File: config.mk
export PLATFORM = sky130hd
export DESIGN_NAME = lfkd_seed
export DESIGN_NICKNAME = d
export VERILOG_FILES = /design/src/hdl/lfkd_pkg.sv /design/src/hdl/lfkd_seed.sv
export SDC_FILE = /design/constraint.sdc
export NUM_CORES = 1
export LEC_CHECK = 0
export BUFFER_PORTS_ARGS = -buffer_cell sky130_fd_sc_hd__buf_2
export CAP_MARGIN = 10
export CORE_AREA = 2 2 118 120
export CTS_BUF_LIST = sky130_fd_sc_hd__clkbuf_16
export DETAILED_ROUTE_END_ITERATION = 12
export DIE_AREA = 0 0 120 122
export GPL_ROUTABILITY_DRIVEN = 0
export GPL_TIMING_DRIVEN = 0
export PLACE_DENSITY = 0.76
export SLEW_MARGIN = 30
export SYNTH_ARGS = -nofsm -noshare
export SYNTH_HDL_FRONTEND = slang
export SYNTH_SLANG_ARGS = --single-unit
File: constraint.sdc
create_clock -name aclk -period 2.8 [get_ports aclk]
set_clock_uncertainty 0.05 [all_clocks]
set_input_delay 0.28 -clock aclk [delete_from_list [all_inputs] [get_ports aclk]]
set_output_delay 0.28 -clock aclk [all_outputs]
set_load 0.01 [all_outputs]
File: src/hdl/lfkd_pkg.sv
`timescale 1ns / 1ps
// ----------------------------------------------------------------------------
// lfkd_pkg: shared types and constants for the lagged fibonacci decryptor
// Holds the sequencer state types, the multiply-modulo unit request and
// response types, and the fixed-point constants of the generator.
// ----------------------------------------------------------------------------
package lfkd_pkg;

    // default keystream length
    localparam int KEY_PERIOD_DEF = 1000;

    // lag table geometry
    localparam int LAG_LEN = 97;
    localparam int LAG_AW  = 7;
    localparam int FRAC_W  = 24;
    localparam logic [LAG_AW-1:0] LAG_A_INIT = 7'd96;
    localparam logic [LAG_AW-1:0] LAG_B_INIT = 7'd32;
    localparam logic [LAG_AW-1:0] LAG_LAST   = 7'd96;

    // offset sequence, fractions in units of 2^-24
    localparam logic [FRAC_W-1:0] OFFSET_INIT = 24'd362436;
    localparam logic [FRAC_W-1:0] OFFSET_STEP = 24'd7654321;
    localparam logic [FRAC_W-1:0] OFFSET_WRAP = 24'd9122892;  // modulus minus step

    // key
    localparam int KEY_LOW_W  = 64;
    localparam int KEY_HIGH_W = 32;
    localparam int KEY_W      = KEY_LOW_W + KEY_HIGH_W;

    // seeding generator
    localparam logic [7:0] SEED_LCG_MUL = 8'd53;
    localparam logic [4:0] SEED_BIT_LAST = 5'd23;
    localparam logic [1:0] SEED_INIT_LAST = 2'd3;

    // reduction steps of the shared unit
    localparam logic [1:0] MM_STEP_QUOT = 2'd0;
    localparam logic [1:0] MM_STEP_BACK = 2'd1;
    localparam logic [1:0] MM_STEP_FIX  = 2'd2;

    // configuration register indexes
    localparam logic CFG_KEY_LOW  = 1'b0;
    localparam logic CFG_KEY_HIGH = 1'b1;

    // request kinds on tuser
    localparam logic ACT_RESTART = 1'b0;
    localparam logic ACT_DECRYPT = 1'b1;

    // modulus selection of the shared unit
    typedef enum logic [2:0] {
        MM_RAW,
        MM_177,
        MM_168,
        MM_179,
        MM_169
    } mm_mod_t;

    typedef struct packed {
        logic       start;
        logic [7:0] x;
        logic [7:0] y;
        logic       z;
        mm_mod_t    sel;
    } mm_req_t;

    typedef struct packed {
        logic        done;
        logic [15:0] result;
    } mm_rsp_t;

    // lag table writes from the seeder
    typedef struct packed {
        logic              we;
        logic [LAG_AW-1:0] addr;
        logic [FRAC_W-1:0] data;
        logic              done;
    } seed_wr_t;

    typedef enum logic [3:0] {
        SD_IDLE,
        SD_INIT_LO,
        SD_INIT_LO_W,
        SD_INIT_HI,
        SD_INIT_HI_W,
        SD_P,
        SD_P_W,
        SD_M,
        SD_M_W,
        SD_D,
        SD_D_W,
        SD_B,
        SD_B_W
    } seed_state_t;

    typedef enum logic [2:0] {
        ST_IDLE,
        ST_SEED,
        ST_DRAW_A,
        ST_DRAW_B,
        ST_DRAW_W,
        ST_DRAW_K,
        ST_DEC
    } main_state_t;

    function automatic logic [7:0] mod_value(input mm_mod_t sel);
        logic [7:0] v;
        case (sel)
            MM_177:  v = 8'd177;
            MM_168:  v = 8'd168;
            MM_179:  v = 8'd179;
            MM_169:  v = 8'd169;
            MM_RAW:  v = 8'd0;
            default: v = 8'd0;
        endcase
        return v;
    endfunction

    // floor(2^24 / N) for the quotient estimate
    function automatic logic [16:0] recip_value(input mm_mod_t sel);
        logic [16:0] v;
        case (sel)
            MM_177:  v = 17'd94786;
            MM_168:  v = 17'd99864;
            MM_179:  v = 17'd93727;
            MM_169:  v = 17'd99273;
            MM_RAW:  v = 17'd0;
            default: v = 17'd0;
        endcase
        return v;
    endfunction

endpackage

File: src/hdl/lfkd_seed.sv
`timescale 1ns / 1ps
// ----------------------------------------------------------------------------
// lfkd_seed: lag table seeding sequencer
// Derives the four generator seeds from the key, then runs the mod-179
// multiplicative and mod-169 linear generators on the shared unit, one bit
// per step, and writes 97 entries of 24 bits each.
// ----------------------------------------------------------------------------
module lfkd_seed (
    input  logic                         aclk,
    input  logic                         aresetn,
    input  logic                         start,
    input  logic [lfkd_pkg::KEY_W-1:0]   key,
    output lfkd_pkg::mm_req_t            mm_req,
    input  lfkd_pkg::mm_rsp_t            mm_rsp,
    output lfkd_pkg::seed_wr_t           seed_wr
);

    lfkd_pkg::seed_state_t state_reg, state_next;

    logic [1:0]                      init_idx_reg;
    logic [4:0]                      bit_reg;
    logic [lfkd_pkg::LAG_AW-1:0]     entry_reg;
    logic [7:0]                      a_reg, b_reg, c_reg, d_reg, m_reg, tmp_reg;
    logic [lfkd_pkg::FRAC_W-1:0]     acc_reg;
    logic [3:0]                      byte_base;
    logic [7:0]                      kb0, kb1, kb2;
    logic [7:0]                      res8;
    logic                            last_bit;
    logic                            last_entry;
    lfkd_pkg::mm_mod_t               init_mod;

    function automatic logic [7:0] key_byte(input logic [lfkd_pkg::KEY_W-1:0] k,
                                            input logic [3:0] idx);
        return k[idx * 8 +: 8];
    endfunction

    // key bytes of the current seed: three times the seed index
    assign byte_base = {2'b00, init_idx_reg} + {1'b0, init_idx_reg, 1'b0};
    assign kb0 = key_byte(key, byte_base);
    assign kb1 = key_byte(key, byte_base + 4'd1);
    assign kb2 = key_byte(key, byte_base + 4'd2);
    assign init_mod = (init_idx_reg == lfkd_pkg::SEED_INIT_LAST) ?
                      lfkd_pkg::MM_168 : lfkd_pkg::MM_177;

    assign res8       = mm_rsp.result[7:0];
    assign last_bit   = (bit_reg == lfkd_pkg::SEED_BIT_LAST);
    assign last_entry = (entry_reg == lfkd_pkg::LAG_LAST);

    // next state
    always_comb begin
        state_next = state_reg;
        case (state_reg)
            lfkd_pkg::SD_IDLE: begin
                if (start) begin
                    state_next = lfkd_pkg::SD_INIT_LO;
                end
            end
            lfkd_pkg::SD_INIT_LO: state_next = lfkd_pkg::SD_INIT_LO_W;
            lfkd_pkg::SD_INIT_LO_W: begin
                if (mm_rsp.done) begin
                    state_next = lfkd_pkg::SD_INIT_HI;
                end
            end
            lfkd_pkg::SD_INIT_HI: state_next = lfkd_pkg::SD_INIT_HI_W;
            lfkd_pkg::SD_INIT_HI_W: begin
                if (mm_rsp.done) begin
                    state_next = (init_idx_reg == lfkd_pkg::SEED_INIT_LAST) ?
                                 lfkd_pkg::SD_P : lfkd_pkg::SD_INIT_LO;
                end
            end
            lfkd_pkg::SD_P: state_next = lfkd_pkg::SD_P_W;
            lfkd_pkg::SD_P_W: begin
                if (mm_rsp.done) begin
                    state_next = lfkd_pkg::SD_M;
                end
            end
            lfkd_pkg::SD_M: state_next = lfkd_pkg::SD_M_W;
            lfkd_pkg::SD_M_W: begin
                if (mm_rsp.done) begin
                    state_next = lfkd_pkg::SD_D;
                end
            end
            lfkd_pkg::SD_D: state_next = lfkd_pkg::SD_D_W;
            lfkd_pkg::SD_D_W: begin
                if (mm_rsp.done) begin
                    state_next = lfkd_pkg::SD_B;
                end
            end
            lfkd_pkg::SD_B: state_next = lfkd_pkg::SD_B_W;
            lfkd_pkg::SD_B_W: begin
                if (mm_rsp.done) begin
                    state_next = (last_bit && last_entry) ?
                                 lfkd_pkg::SD_IDLE : lfkd_pkg::SD_P;
                end
            end
            default: state_next = lfkd_pkg::SD_IDLE;
        endcase
    end

    // outputs: shared unit requests and table writes
    always_comb begin
        mm_req.start = 1'b0;
        mm_req.x     = 8'd0;
        mm_req.y     = 8'd0;
        mm_req.z     = 1'b0;
        mm_req.sel   = lfkd_pkg::MM_RAW;
        case (state_reg)
            lfkd_pkg::SD_INIT_LO: begin
                mm_req.start = 1'b1;
                mm_req.x     = kb0;
                mm_req.y     = kb1;
                mm_req.sel   = init_mod;
            end
            lfkd_pkg::SD_INIT_HI: begin
                mm_req.start = 1'b1;
                mm_req.x     = tmp_reg;
                mm_req.y     = kb2;
                mm_req.sel   = init_mod;
            end
            lfkd_pkg::SD_P: begin
                mm_req.start = 1'b1;
                mm_req.x     = a_reg;
                mm_req.y     = b_reg;
                mm_req.sel   = lfkd_pkg::MM_179;
            end
            lfkd_pkg::SD_M: begin
                mm_req.start = 1'b1;
                mm_req.x     = tmp_reg;
                mm_req.y     = c_reg;
                mm_req.sel   = lfkd_pkg::MM_179;
            end
            lfkd_pkg::SD_D: begin
                mm_req.start = 1'b1;
                mm_req.x     = lfkd_pkg::SEED_LCG_MUL;
                mm_req.y     = d_reg;
                mm_req.z     = 1'b1;
                mm_req.sel   = lfkd_pkg::MM_169;
            end
            lfkd_pkg::SD_B: begin
                mm_req.start = 1'b1;
                mm_req.x     = d_reg;
                mm_req.y     = m_reg;
                mm_req.sel   = lfkd_pkg::MM_RAW;
            end
            default: begin
                mm_req.start = 1'b0;
            end
        endcase

        // output bit is bit 5 of d * m, first bit lands in the msb
        seed_wr.we   = (state_reg == lfkd_pkg::SD_B_W) && mm_rsp.done && last_bit;
        seed_wr.addr = entry_reg;
        seed_wr.data = {acc_reg[lfkd_pkg::FRAC_W-2:0], mm_rsp.result[5]};
        seed_wr.done = seed_wr.we && last_entry;
    end

    // state and counters
    always_ff @(posedge aclk) begin
        if (!aresetn) begin
            state_reg    <= lfkd_pkg::SD_IDLE;
            init_idx_reg <= 2'd0;
            bit_reg      <= 5'd0;
            entry_reg    <= '0;
        end else begin
            state_reg <= state_next;
            if (state_reg == lfkd_pkg::SD_IDLE && start) begin
                init_idx_reg <= 2'd0;
                bit_reg      <= 5'd0;
                entry_reg    <= '0;
            end
            if (state_reg == lfkd_pkg::SD_INIT_HI_W && mm_rsp.done) begin
                init_idx_reg <= init_idx_reg + 2'd1;
            end
            if (state_reg == lfkd_pkg::SD_B_W && mm_rsp.done) begin
                if (last_bit) begin
                    bit_reg   <= 5'd0;
                    entry_reg <= entry_reg + 7'd1;
                end else begin
                    bit_reg <= bit_reg + 5'd1;
                end
            end
        end
    end

    // generator state
    always_ff @(posedge aclk) begin
        if (mm_rsp.done) begin
            case (state_reg)
                lfkd_pkg::SD_INIT_LO_W: tmp_reg <= res8;
                lfkd_pkg::SD_INIT_HI_W: begin
                    case (init_idx_reg)
                        2'd0:    a_reg <= res8 + 8'd1;
                        2'd1:    b_reg <= res8 + 8'd1;
                        2'd2:    c_reg <= res8 + 8'd1;
                        default: d_reg <= res8;
                    endcase
                end
                lfkd_pkg::SD_P_W: tmp_reg <= res8;
                lfkd_pkg::SD_M_W: m_reg <= res8;
                lfkd_pkg::SD_D_W: d_reg <= res8;
                lfkd_pkg::SD_B_W: begin
                    acc_reg <= {acc_reg[lfkd_pkg::FRAC_W-2:0], mm_rsp.result[5]};
                    a_reg   <= b_reg;
                    b_reg   <= c_reg;
                    c_reg   <= m_reg;
                end
                default: begin
                    tmp_reg <= tmp_reg;
                end
            endcase
        end
    end

    // a new seeding starts only from idle
    a_start_idle: assert property (@(posedge aclk) disable iff (!aresetn)
        (start && state_reg != lfkd_pkg::SD_IDLE) |-> 1'b0)
        else $error("seeding restarted while running");

    // every table write goes inside the table
    a_write_in_range: assert property (@(posedge aclk) disable iff (!aresetn)
        seed_wr.we |-> (entry_reg <= lfkd_pkg::LAG_LAST))
        else $error("seed write out of range");

    // the last write returns the sequencer to idle
    a_done_to_idle: assert property (@(posedge aclk) disable iff (!aresetn)
        seed_wr.done |=> (state_reg == lfkd_pkg::SD_IDLE))
        else $error("seeder did not stop after last entry");

endmodule

; Yosys cells after proc, flatten, opt, wreduce, memory -nomap -nowiden
; Cells that the tools add are included.
[totals]
reg_bits = 89
[classes]
reduce_logical = 25
muxes = 31
add_sub_neg = 7
n_eq_ne = 28
shifts = 3
[op_table]
columns = operator, n
row1 = $shiftx A96 B8 Y8, 3
row2 = $pmux W16 S6, 1
row3 = $pmux W8 S2, 4
row4 = $pmux W4 S13, 1
row5 = $mux W8, 4
row6 = $mux W4, 7
row7 = $mux W7, 3
row8 = $eq A4 B4 Y1 const B, 5
row9 = $eq A4 B3 Y1 const B, 4
row10 = $ne A2 B2 Y1 const B, 8
row11 = $mux W5, 3
row12 = $reduce_and A3 Y1, 4
row13 = $pmux W3 S3, 1
row14 = $add A8 B1 Y8 const B, 1
row15 = $eq A4 B2 Y1 const B, 2
row16 = $reduce_bool A2 Y1, 4
row17 = $add A7 B1 Y7 const B, 1
row18 = $eq A7 B7 Y1 const B, 1
row19 = $reduce_and A7 Y1, 1
row20 = $logic_and A1 B1 Y1, 6
row21 = $mux W2, 3
row22 = $mux W3, 2
row23 = $ne A2 B1 Y1 const B, 3
row24 = $reduce_and A2 Y1, 3
row25 = other kinds (15), 19

; Longest topological paths before layout
; Gate-level depths: netlist (run 1).
[logic_depth]
word_depth = 5
ltp_mapped = 12

; Least setup slack after synthesis (run 1)
; Ideal clock, no wire load.
[synth_path]
path_kind = flip-flop to output port
start = register init_idx_reg[0]
end = output mm_req[13] in the netlist's numbering
path_buffers = 5
stages_incl_launch_ff = 13
arrival_ns = 2.575
required_time_ns = 2.470
setup_slack_ns = -0.105
cell_sequence = dfxtp_1 > buf_2 > inv_1 > clkbuf_1 > buf_2 > ha_1 > buf_4 > buf_2 > mux4_2 > a21oi_1 > o21ai_0 > o211ai_1 > o21ai_0
[synth_lines]
columns = element, line
row1 = start: declaration, lfkd_seed.sv:20  ; logic [1:0] init_idx_reg;
row2 = start signal: assignment, lfkd_seed.sv:172  ; init_idx_reg <= init_idx_reg + 2'd1;
row3 = end: declaration, lfkd_seed.sv:13  ; output lfkd_pkg::mm_req_t mm_req,

==> out/metrics.cfg, run 1 <==
[logic_synthesis]
synth_seq_cells = 89
netlist_area_sq_mm = 0.006411
ys_warn_count = 0
synth_edf_count = 71
yosys.cell_types.count = 69
ys_seq_area_share_pct = 38.88
ys.flop_type = edfxtp_1
synthCells = 654
syn-num-nets = 780
async_flop_share_pct = 0
avgSynthCellArea_sq_um = 9.803

[timing]
setup_violations = 15
hold_ws_ns = 0.1292
rsz0062_at_grt = yes
finalCriticalPeriod_ns = 2.959
worst_pin_slew_ns = 0.7129
setup_ws_ns = -0.1587
finalSetupTns_ns = -1.035
final_hold_viol_count = 0
slew_viol_final = 0
relSlewSlack_pct = 52.47
post-route-period-util_pct = 105.7
fmax_ghz = 0.3380

[power_and_ir_drop]
p_per_area_mw_per_mm2 = 379.9
p_leak_nw = 3.275
ir_drop_mv = 0.3866
power_mw = 3.236

[clock_tree]
clock-sinks = 89
cts_made_buffers = 9
cts_buffer_depth = 2
clkTransAtPathRegs_ns = 0.06
cts_tree = yes
h-tree-depth = 3
clock-root-buffer = clkbuf_16
insertion_delay_ns = 0.34
hold_buffers = 0

[finish]
regArea_sq_mm = 0.002497
fin_area_sq_mm = 0.008517
drive_gt1_share_pct = 40.21
largest_register_ffs = 23
final_common_cell = buf_2
nFillCells = 1072
antennaDiodeCount = 0
nets = 979
final_cell_mix = buf_2, edfxtp_1, nand2_1, nor2_1, o21ai_0
multi_input_area_sq_mm = 0.003880
final_util_pct = 63.07
area_growth_pct = 32.85

[hold_path]
min_path_type = primary input to flip-flop
min_from = mm_rsp[6]

[critical_path]
cpPeakStageDelay_ns = 0.53
required_ns = 2.47
reg2reg_to = d_reg[6]
worst-path-max-fanout = 5
end_kind = output pin
cp-endpoint = mm_req[19]
cp_common_cell = buf_12
path_cells = buf_12 -> clkinvlp_4 -> ha_4 -> buf_12 -> mux4_2 -> mux2i_4 -> o21ai_2 -> o211ai_1 -> o21ai_1 -> buf_2
ff2ff_path_depth = 6
worstPathArrival_ns = 2.63
startpoint = init_idx_reg[0]
slowest_stage = mux4_2
start_kind = flip-flop
r2r-start = state_reg[2]
crit_type = flip-flop to output pin
ff2ff_setup_slack_ns = 0.40

[floorplan]
fp.dieH_um = 122
rows = 43
start_util_pct = 47.48
coreArea_sq_mm = 0.01350
die_w_um = 120
pin_count = 170
dieArea_sq_mm = 0.01464

[drt]
drtAntennaViolNets = 0
drt_iter0_drc = 1409
vias = 6823
viasPerCell = 6.573
first_pass_iters = 9
drc_errors = 0
wirelength_um = 22870
wl_per_cell_um = 22.03

[global_routing]
track_usage_pct = 29.51
grt_pass1_vias = 6204
grt_max_degree = 16
antenna_found_initial = 0
grt_first_pass_wirelength_um = 33260
overflow = 0

[placed_design]
port-buffer-count = 160
place_area_sq_mm = 0.007457
dp_hpwl_um = 15660

[job]
maxCapViolCount = 0

[outcome]
status = finished, violations left
violations = setup timing

[final cells by class]
| cell class | count | share of cell area [%] |
|---|---|---|
| Multi-Input combinational cell | 496 | 45.56 |
| Inverter | 10 | 0.6758 |
| Buffer | 55 | 4.995 |
| Timing Repair inverter | 1 | 0.05876 |
| Sequential cell | 89 | 29.32 |
| Clock buffer | 9 | 2.644 |
| Tap cell | 180 | 2.644 |
| Timing Repair Buffer | 191 | 13.27 |
| Clock inverter | 7 | 0.8374 |
[synthesized netlist by cell type (3+ instances only)]
| cell type | number | share of area (%) |
|---|---|---|
| o21ai_1 | 7 | 0.55 |
| o221ai_1 | 7 | 0.96 |
| nor3_1 | 28 | 2.2 |
| mux2i_1 | 18 | 2.8 |
| buf_1 | 4 | 0.23 |
| a21boi_0 | 5 | 0.59 |
| nor2_1 | 46 | 2.7 |
| dfxtp_1 | 18 | 5.6 |
| xnor2_1 | 3 | 0.41 |
| a21oi_1 | 27 | 2.1 |
| ha_1 | 10 | 2.0 |
| buf_4 | 4 | 0.47 |
| buf_2 | 27 | 2.1 |
| a32oi_1 | 4 | 0.55 |
| nor2b_1 | 11 | 1.1 |
| a21o_1 | 10 | 1.2 |
| nand4_1 | 11 | 1.1 |
| nand2b_1 | 6 | 0.59 |
| nand3_1 | 14 | 1.1 |
| buf_6 | 5 | 0.88 |
| and3_1 | 8 | 0.78 |
| mux2_2 | 7 | 1.2 |
| nand2_1 | 47 | 2.8 |
| a22oi_1 | 3 | 0.35 |
| o21a_1 | 6 | 0.70 |
| a22o_1 | 10 | 1.4 |
| inv_1 | 9 | 0.53 |
| a211oi_1 | 26 | 3.0 |
| mux4_2 | 24 | 8.4 |
| o211ai_1 | 11 | 1.3 |
| a32o_1 | 8 | 1.2 |
| a31oi_1 | 11 | 1.1 |
| clkbuf_1 | 18 | 1.1 |
| edfxtp_1 | 71 | 33 |
| o21ai_0 | 52 | 4.1 |
| a211o_1 | 3 | 0.41 |
| a21boi_1 | 3 | 0.35 |
| nor4bb_1 | 3 | 0.47 |
| nand3b_1 | 4 | 0.47 |
| and2_1 | 14 | 1.4 |
| o22ai_1 | 11 | 1.1 |
| xor2_1 | 5 | 0.68 |
[cells by family (layout without fill, tap and decap cells)]
logic type | after synthesis | after routing | synth area share (%)
mux | 49 | 49 | 12.47
flops | 89 | 89 | 38.88
xor+xnor | 8 | 8 | 1.093
fa+ha+maj | 10 | 10 | 1.952
simple gates | 212 | 212 | 17.41
compound gates | 217 | 217 | 22.79
buf+inv | 69 | 273 | 5.406
[report_power, final]
part,internal [mW],switching [mW],leakage (nW),total [mW]
clock,0.691,0.510,0.143,1.20
combinational,0.247,0.350,2.35,0.597
sequential,1.43,0.00528,0.785,1.44
[critical path: cells and delay by family, from the launching register on]
kind                     cells  cell delay, ns
multiplexers                 2            0.73
buffers and inverters        4            0.51
flip-flops                   1            0.36
AO/OA/AOI/OAI                3            0.35
adder cells (fa/ha/maj)      1            0.33
[per-layer routing]
layer  vias to the layer above  track usage [%]  share of wire [%]
met5                         -                0                  0
met4                         0            13.53                5.3
met3                       146            7.772                 13
met2                       624            46.02                 45
met1                      3111            38.53                 36
li1                       2942                -                  -
[through the flow]
| step | cells | setup slack [ns] |
|---|---|---|
| 2_1_floorplan | 654 | 0.003383 |
| 3_3_place_gp | 994 | -0.9047 |
| 3_5_place_dp | 995 | -0.9098 |
| 4_1_cts | 1023 | -0.2020 |
| 5_1_grt | 1038 | -0.2361 |
| 6_report | 1038 | -0.1587 |
[worst min path at each step]
stage	to	slack (ns)	cells past startpoint
2_1_floorplan	acc_reg[0]	0.33	0
3_3_place_gp	acc_reg[11]	0.38	0
3_5_place_dp	acc_reg[3]	0.38	0
4_1_cts	m_reg[6]	0.12	1
5_1_grt	m_reg[6]	0.13	1
6_report	m_reg[6]	0.13	1
[repair_timing]
item / in CTS / in global routing
pin swaps: 16 / 28
setup buffers: 12 / 16
gates cloned: 3 / 1
endpoints found under the setup margin: 20 / 17
gates resized for setup: 78 / 72
Note: power is estimated with default switching activity, not from simulation.
==> run 2, diff against run 1 <==
--- a/config.mk
+++ b/config.mk
@@ -7,13 +7,13 @@
 export LEC_CHECK = 0
 export BUFFER_PORTS_ARGS = -buffer_cell sky130_fd_sc_hd__buf_2
 export CAP_MARGIN = 10
-export CORE_AREA = 2 2 118 120
+export CORE_AREA = 2 2 117 119
 export CTS_BUF_LIST = sky130_fd_sc_hd__clkbuf_16
 export DETAILED_ROUTE_END_ITERATION = 12
-export DIE_AREA = 0 0 120 122
+export DIE_AREA = 0 0 119 121
 export GPL_ROUTABILITY_DRIVEN = 0
 export GPL_TIMING_DRIVEN = 0
-export PLACE_DENSITY = 0.76
+export PLACE_DENSITY = 0.74
 export SLEW_MARGIN = 30
 export SYNTH_ARGS = -nofsm -noshare
 export SYNTH_HDL_FRONTEND = slang
==> constraint.sdc (replaced) <==
create_clock -name aclk -period 3.3 [get_ports aclk]
set_clock_uncertainty 0.05 [all_clocks]
set_input_delay 0.33 -clock aclk [delete_from_list [all_inputs] [get_ports aclk]]
set_output_delay 0.33 -clock aclk [all_outputs]
set_load 0.01 [all_outputs]
==> out/metrics.cfg, run 2 (same netlist as run 1, synthesis figures left out) <==
[global_routing]
antenna_found_initial = 0  ; unchanged
grt_pass1_vias = 6298  ; +1.5%
grt-busiest-layer = met2
overflow = 0  ; unchanged
grt_first_pass_wirelength_um = 34090  ; +2.5%
grt_use_met2_pct = 48.20  ; +2.2 points
track_usage_pct = 30.37  ; +0.86 points
grt_max_degree = 30  ; +14
use_met1_pct = 39.40  ; +0.87 points
gr-usage-met3_pct = 7.378  ; -0.39 points

[timing]
finalCriticalPeriod_ns = 3.277
post-route-period-util_pct = 99.31
final_hold_viol_count = 0  ; unchanged
setup_ws_ns = 0.02267  ; +0.1813 ns
finalSetupTns_ns = 0  ; +1.035 ns
worst_pin_slew_ns = 0.8533  ; +0.1404 ns
rsz0062_at_grt = no
setup_violations = 0  ; -15
fmax_ghz = 0.3051
relSlewSlack_pct = 42.87  ; -9.6 points
slew_viol_final = 0  ; unchanged

[drt]
drc_errors = 0  ; unchanged
wirelength_um = 22220  ; -2.8%
viasPerCell = 6.618  ; +0.68%
drtAntennaViolNets = 0  ; unchanged
first_pass_iters = 7  ; -2
vias = 6664  ; -2.3%
drt_iter0_drc = 1400  ; -0.64%
wl_per_cell_um = 22.07  ; +0.16%

[clock_tree]
cts_made_buffers = 9  ; unchanged
cts_tree = yes
h-tree-depth = 3  ; unchanged
clock-root-buffer = clkbuf_16
clock-sinks = 89  ; unchanged
insertion_delay_ns = 0.33  ; about the same
clkTransAtPathRegs_ns = 0.06  ; about the same
hold_buffers = 0  ; unchanged
cts_buffer_depth = 2  ; unchanged

[power_and_ir_drop]
ir_drop_mv = 0.2793  ; -28%
p_per_area_mw_per_mm2 = 341.6  ; -10%
p_leak_nw = 3.016  ; -7.9%
power_mw = 2.690  ; -17%

[critical_path]
end_kind = output pin
required_ns = 2.92  ; +0.45 ns
r2r-start = state_reg[2]
start_kind = flip-flop
worstPathArrival_ns = 2.90  ; +0.27 ns
reg2reg_to = d_reg[3]
path_cells = buf_12 -> clkinvlp_4 -> buf_4 -> ha_4 -> buf_12 -> buf_6 -> mux4_2 -> mux2i_1 -> o21ai_1 -> o211ai_1 -> o21ai_1 -> buf_2
worst-path-buf-inv = 6  ; +2
ff2ff_path_depth = 5  ; -1
cpPeakStageDelay_ns = 0.36  ; -0.17 ns
crit_type = flip-flop to output pin
slowest_stage = dfxtp_4
ff2ff_setup_slack_ns = 0.72  ; +0.32 ns
crit_family = buffers and inverters
worst-path-max-fanout = 12  ; +7

[job]
maxCapViolCount = 0  ; unchanged

[placed_design]
dp_hpwl_um = 16460  ; +5.1%
port-buffer-count = 160  ; unchanged
place_ws_ns = -0.6576  ; +0.2522 ns

[floorplan]
coreArea_sq_mm = 0.01309  ; -3.1%
dieArea_sq_mm = 0.01440  ; -1.6%
pin_count = 170  ; unchanged
die_w_um = 119  ; -0.83%
start_util_pct = 49.00  ; +1.5 points
rows = 42  ; -2.3%
fp.dieH_um = 121  ; -0.82%

[finish]
final_common_cell = buf_2
nets = 952  ; -2.8%
largest_register_ffs = 23  ; unchanged
multi_input_area_sq_mm = 0.003647  ; -6.0%
final_cell_mix = buf_2, edfxtp_1, nand2_1
nFillCells = 1099  ; +2.5%
area_growth_pct = 22.81
drive_gt1_share_pct = 32.61  ; -7.6 points
regArea_sq_mm = 0.002496  ; about the same
antennaDiodeCount = 0  ; unchanged

[outcome]
status = complete, no violations

[hold_path]
holdPathEnd = m_reg[6]
min_from = mm_rsp[6]
min_path_cells = 1  ; unchanged
min_path_type = primary input to flip-flop

run 2: cell types whose count changed in the layout (fill, tap and decap cells not counted), moves of 6 or more:
cell,change
o21ai_0,+13
a211oi_2,-9
a211oi_1,+9
mux2i_1,+9
o21ai_1,-8
clkbuf_1,+6
buf_4,-15
run 2: how the worst max path moves through the flow:
stage,startpoint,to,slack [ns],cells after the start
finish,init_idx_reg[0],mm_req[18],0.02,12
global route,init_idx_reg[1],mm_req[8],0.005,8
CTS,init_idx_reg[0],mm_req[18],0.004,12
detailed placement,init_idx_reg[0],mm_req[14],-0.66,12
global placement,init_idx_reg[0],mm_req[14],-0.64,12
floorplan,init_idx_reg[0],mm_req[13],0.35,12
run 2: power breakdown:
group	total [mW]	switching (mW)	internal, mW
clock network	0.998	0.417	0.581
logic	0.472	0.280	0.192
registers	1.22	0.00438	1.22
run 2: repair_timing:
| action | 4_1_cts | 5_1_grt |
|---|---|---|
| endpoints found under the setup margin | 16 | 14 |
| buffers inserted | 1 | 2 |
| pin swaps | 0 | 2 |
| resized for setup | 31 | 14 |
run 2: final cells by class:
type	instances	area share, %
well taps	176	2.797
clock inverters	7	0.7786
multi-input cells	496	46.32
clock buffers	9	2.860
repair buffers	163	10.46
flip-flops and latches	89	31.70
plain buffers	57	4.561
inverters	10	0.5244
run 2: routing by layer:
layer,up-vias,wire length (um)
met3,108,2624
met4,0,980
met5,-,0
met1,3114,8533
met2,553,10080
li1,2889,-
run 2: per-stage QoR:
stage               area (sq um)  hold slack, ns  util (%)  std cells
detailed placement          7437          0.3850     56.84        990
finish                      7874          0.1797     60.17       1007
global placement            7432          0.3734     56.80        990
floorplan                   6411          0.3789         -        654
CTS                         7819          0.1688     59.75       1006
global route                7874          0.1763     60.17       1007
